--- config.mk ---
export PLATFORM = sky130hd
export DESIGN_NAME = ntt_mulmod
export DESIGN_NICKNAME = d
export VERILOG_FILES = /design/src/rtl/ntt_pkg.sv /design/src/rtl/ntt_mulmod.sv
export SDC_FILE = /design/constraint.sdc
export NUM_CORES = 1
export LEC_CHECK = 0
export ABC_AREA = 1
export BUFFER_PORTS_ARGS = -buffer_cell sky130_fd_sc_hd__buf_2
export CORE_UTILIZATION = 41
export CTS_CLUSTER_DIAMETER = 50
export DETAILED_ROUTE_END_ITERATION = 7
export PLACE_DENSITY = 0.56
export SYNTH_ARGS = -nofsm -noshare
export SYNTH_HDL_FRONTEND = slang
export SYNTH_SLANG_ARGS = --single-unit
--- constraint.sdc ---
create_clock -name clk -period 12.5 [get_ports clk]
set_input_delay 0 -clock clk [delete_from_list [all_inputs] [get_ports clk]]
set_output_delay 0 -clock clk [all_outputs]
set_load 0.005 [all_outputs]
--- src/rtl/ntt_pkg.sv ---
// Shared types and constants of the number theoretic transform unit.
package ntt_pkg;

    localparam int WORD_W         = 31;
    localparam int RESULT_INDEX_W = 10;
    localparam int LOG_LENGTH_W   = 4;
    localparam int CFG_INDEX_W    = 3;

    localparam logic [CFG_INDEX_W-1:0] CFG_MODULUS      = 3'd0;
    localparam logic [CFG_INDEX_W-1:0] CFG_FORWARD_ROOT = 3'd1;
    localparam logic [CFG_INDEX_W-1:0] CFG_INVERSE_ROOT = 3'd2;
    localparam logic [CFG_INDEX_W-1:0] CFG_LOG_LENGTH   = 3'd3;
    localparam logic [CFG_INDEX_W-1:0] CFG_INVERSE_MODE = 3'd4;

    localparam logic KIND_LOAD = 1'b0;
    localparam logic KIND_READ = 1'b1;

    typedef struct packed {
        logic              start;
        logic [WORD_W-1:0] a;
        logic [WORD_W-1:0] b;
    } mm_req_t;

    typedef struct packed {
        logic              done;
        logic [WORD_W-1:0] value;
    } mm_rsp_t;

endpackage

--- src/rtl/ntt_mulmod.sv ---
// Bit-serial modular multiplier: one bit of the first operand per cycle.
module ntt_mulmod
(
    input  logic                          clk,
    input  logic                          rst_n,
    input  ntt_pkg::mm_req_t              req,
    input  logic [ntt_pkg::WORD_W-1:0]    modulus,
    output ntt_pkg::mm_rsp_t              rsp
);
    import ntt_pkg::*;

    localparam int CNT_W = $clog2(WORD_W);

    logic              busy_reg;
    logic              done_reg;
    logic [CNT_W-1:0]  cnt_reg;
    logic [WORD_W-1:0] a_reg;
    logic [WORD_W-1:0] b_reg;
    logic [WORD_W-1:0] r_reg;
    logic [WORD_W-1:0] r_next;
    logic [WORD_W:0]   dbl;
    logic [WORD_W:0]   acc;

    always_comb
    begin
        dbl = {r_reg, 1'b0};
        if (dbl >= {1'b0, modulus})
        begin
            dbl = dbl - {1'b0, modulus};
        end
        acc = dbl + (a_reg[WORD_W-1] ? {1'b0, b_reg} : '0);
        if (acc >= {1'b0, modulus})
        begin
            acc = acc - {1'b0, modulus};
        end
        r_next = acc[WORD_W-1:0];
    end

    always_ff @(posedge clk or negedge rst_n)
    begin
        if (!rst_n)
        begin
            busy_reg <= 1'b0;
            done_reg <= 1'b0;
            cnt_reg  <= '0;
        end
        else
        begin
            done_reg <= 1'b0;
            if (req.start)
            begin
                busy_reg <= 1'b1;
                cnt_reg  <= '0;
            end
            else if (busy_reg)
            begin
                cnt_reg <= cnt_reg + 1'b1;
                if (cnt_reg == CNT_W'(WORD_W - 1))
                begin
                    busy_reg <= 1'b0;
                    done_reg <= 1'b1;
                end
            end
        end
    end

    always_ff @(posedge clk)
    begin
        if (req.start)
        begin
            a_reg <= req.a;
            b_reg <= req.b;
            r_reg <= '0;
        end
        else if (busy_reg)
        begin
            a_reg <= {a_reg[WORD_W-2:0], 1'b0};
            r_reg <= r_next;
        end
    end

    assign rsp.done  = done_reg;
    assign rsp.value = r_reg;

endmodule

==> run_results.csv <==
group,metric,value,unit
routing,drc,0,
logic_synthesis,syn_nets,1831,
floorplan,dieArea,26000,sq um
critical_path,crit_type,"flop to flop",
timing,final.min_clock_period,6830,ps
layout,layout_commonest_cell,"nand2_1",
critical_path,critPathBufInv,4,
layout,finalNetCount,2005,
floorplan,core,24600,sq um
logic_synthesis,ys_types,40,
logic_synthesis,ys_seq_area_share,25.6,%
layout,final_cell_mix,"580 x nand2_1, 245 x inv_1, 127 x buf_2, 122 x nor2_1, 103 x a21oi_1",
logic_synthesis,synthMuxAreaShare,0,%
layout,drive_gt1_share,9.03,%
global_routing,grt_pass1_vias,10171,
routing,drt_iter0_drc,817,
placement,dp_hpwl,27600,um
global_routing,grt_max_degree,53,
logic_synthesis,synth_top_family_by_area,"simple AND/OR/NAND/NOR gates",
critical_path,cp-start-kind,"flop",
floorplan,ios,128,
logic_synthesis,synthTopCellsByArea,"nand2_1 21%, edfxtp_1 18%, ha_1 11%, inv_1 8.8%, dfxtp_1 6.0%",
timing,timing.final.crit_share,54.6,%
placement,port_buffers,127,
logic_synthesis,synth-async-reset-ratio,7.00,%
logic_synthesis,syn_area,10400,sq um
routing,num_vias,10809,
routing,routed_wl,34100,um
logic_synthesis,synth_compound_area_share,11.3,%
critical_path,critPathSlowestCell,"inv_1",
clock_network,cts_tree,"done",
critical_path,crit_top_cell,"nand2_1",
timing,fin_setup_tns,0,ps
critical_path,max_stage_delay,510,ps
logic_synthesis,yosys.area_share.xor_xnor,5.39,%
clock_network,clk_pin_slew,90,ps
timing,setup_viol,0,
timing,rsz0062_at_grt,"no",
logic_synthesis,ys_warn_count,0,
clock_network,postCtsSetupBuffers,0,
critical_path,crit_path_max_fanout,32,
clock_network,root_buffer,"clkbuf_16",
critical_path,required,12760,ps
global_routing,grt_overflow,0,
clock_network,cts_made_buffers,9,
routing,vias_per_cell,5.05,
routing,routedWlPerCell,15.9,um
logic_synthesis,syn_inst,1637,
logic_synthesis,ys.flop_type,"edfxtp_1",
timing,fin_ws,5670,ps
critical_path,crit_arrival,7090,ps
layout,antennaDiodeCount,0,
timing,final_max_slew_viol_count,0,
floorplan,start_util,42.3,%
logic_synthesis,synth.avg_cell_area,6.35,sq um
timing,hold_viol,0,
critical_path,critPathCaptureType,"flop",
clock_network,max-clock-path-buffers,2,
status,status,"finished, final reports clean",
logic_synthesis,post_synth_and_or_nand_nor_area_fraction,35.1,%
timing,tightest_slew,963,ps
clock_network,clock-sinks,100,
clock_network,cts_max_level,3,
logic_synthesis,synthAdderAreaFrac,12.0,%
placement,place_ws,5860,ps
logic_synthesis,yosys.area.top_type,"nand2_1",
layout,area_growth,18.1,%
logic_synthesis,synth_edf_count,62,
floorplan,rows,57,
logic_synthesis,yosysTopAreaCellShare,20.9,%
routing,ant_nets,0,
global_routing,antenna_found_initial,0,
critical_path,path_delay_family,"simple AND/OR/NAND/NOR gates",
floorplan,die_h,161,um
timing,maxSlewHeadroom,35.4,%
global_routing,track_usage,26.4,%
logic_synthesis,ys_ff_latch,100,
min_path,hp-class,"input pin to flop",
floorplan,die_x,161,um
clock_network,clk_latency,370,ps
routing,drtPass1Iterations,5,
timing,fmaxAchievable,146,MHz
global_routing,grt_pass1_wl,53400,um
placement,gp_congestion,0.961,
timing,worst_clock_skew,13.9,ps
job,drv_cap,0,
## metrics by stage
step | hold slack, ps | cells | instance area (sq um) | util [%]
global route | 138 | 2140 | 12300 | 49.9
global placement | -156 | 2060 | 11300 | 46.0
finish | 115 | 2140 | 12300 | 49.9
CTS | 122 | 2140 | 12300 | 49.9
detailed placement | -155 | 2060 | 11300 | 46.0
floorplan | -296 | 1637 | 10400 | -
## repair_timing
action,in CTS,in global routing
hold buffers,64,0
resized for setup,0,0
endpoints found under the setup margin,0,0
hold endpoints to repair,69,0
## cell usage after synthesis, types with 11 or more instances
| cell | instances |
|---|---|
| nand4_1 | 44 |
| nand3_1 | 91 |
| dfxtp_1 | 31 |
| nand2_1 | 580 |
| nor3_1 | 17 |
| xor2_1 | 34 |
| inv_1 | 245 |
| nor2_1 | 124 |
| a21oi_1 | 103 |
| ha_1 | 95 |
| a21o_1 | 11 |
| edfxtp_1 | 62 |
| o21bai_1 | 17 |
| o21ai_0 | 59 |
| clkbuf_1 | 19 |
| xnor2_1 | 30 |
## worst paths after layout
| path | cells after the start | slack, ps | start | end |
|---|---|---|---|---|
| hold / removal | 1 | 110 | req[62] | b_reg[19]$_DFFE_PP_ |
| setup reg to reg | 39 | 5670 | r_reg[6]$_SDFFE_PP0P_ | r_reg[20]$_SDFFE_PP0P_ |
| setup / recovery | 39 | 5670 | r_reg[6]$_SDFFE_PP0P_ | r_reg[20]$_SDFFE_PP0P_ |
| max in group asynchronous | 3 | 11680 | rst_n | cnt_reg[4]$_DFFE_PN0P_ |
| min in group asynchronous | 3 | 580 | rst_n | busy_reg$_DFF_PN0_ |
| hold reg to reg | 2 | 500 | r_reg[14]$_SDFFE_PP0P_ | r_reg[14]$_SDFFE_PP0P_ |
## cells by family after synthesis
logic type	after synthesis
AOI/OAI and AO/OA	211
xor gates and xnor gates	64
adders and majority gates	98
buffers and inverters	281
DFF	100
and+or+nand+nor	883
## cell type report
| cell class | count | area, sq um |
|---|---|---|
| fill | 2636 | 12300 |
| multi-input combinational | 1256 | 6640 |
| sequential | 100 | 2660 |
| timing repair buffer | 198 | 1330 |
| inverter | 246 | 923 |
| tap | 324 | 405 |
| clock buffer | 9 | 225 |
| clock inverter | 7 | 93.8 |
## routing by layer
metal	track usage, %	vias to the layer above	wire (um)
met2	42.2	275	14800
met1	38.9	4889	17300
met5	0	-	0
met4	5.45	0	385
li1	-	5624	-
met3	1.93	21	1600
Power is left out: the tool's default activity adds up to more than one toggle a clock period on the data nets, which glitch-free logic cannot reach.
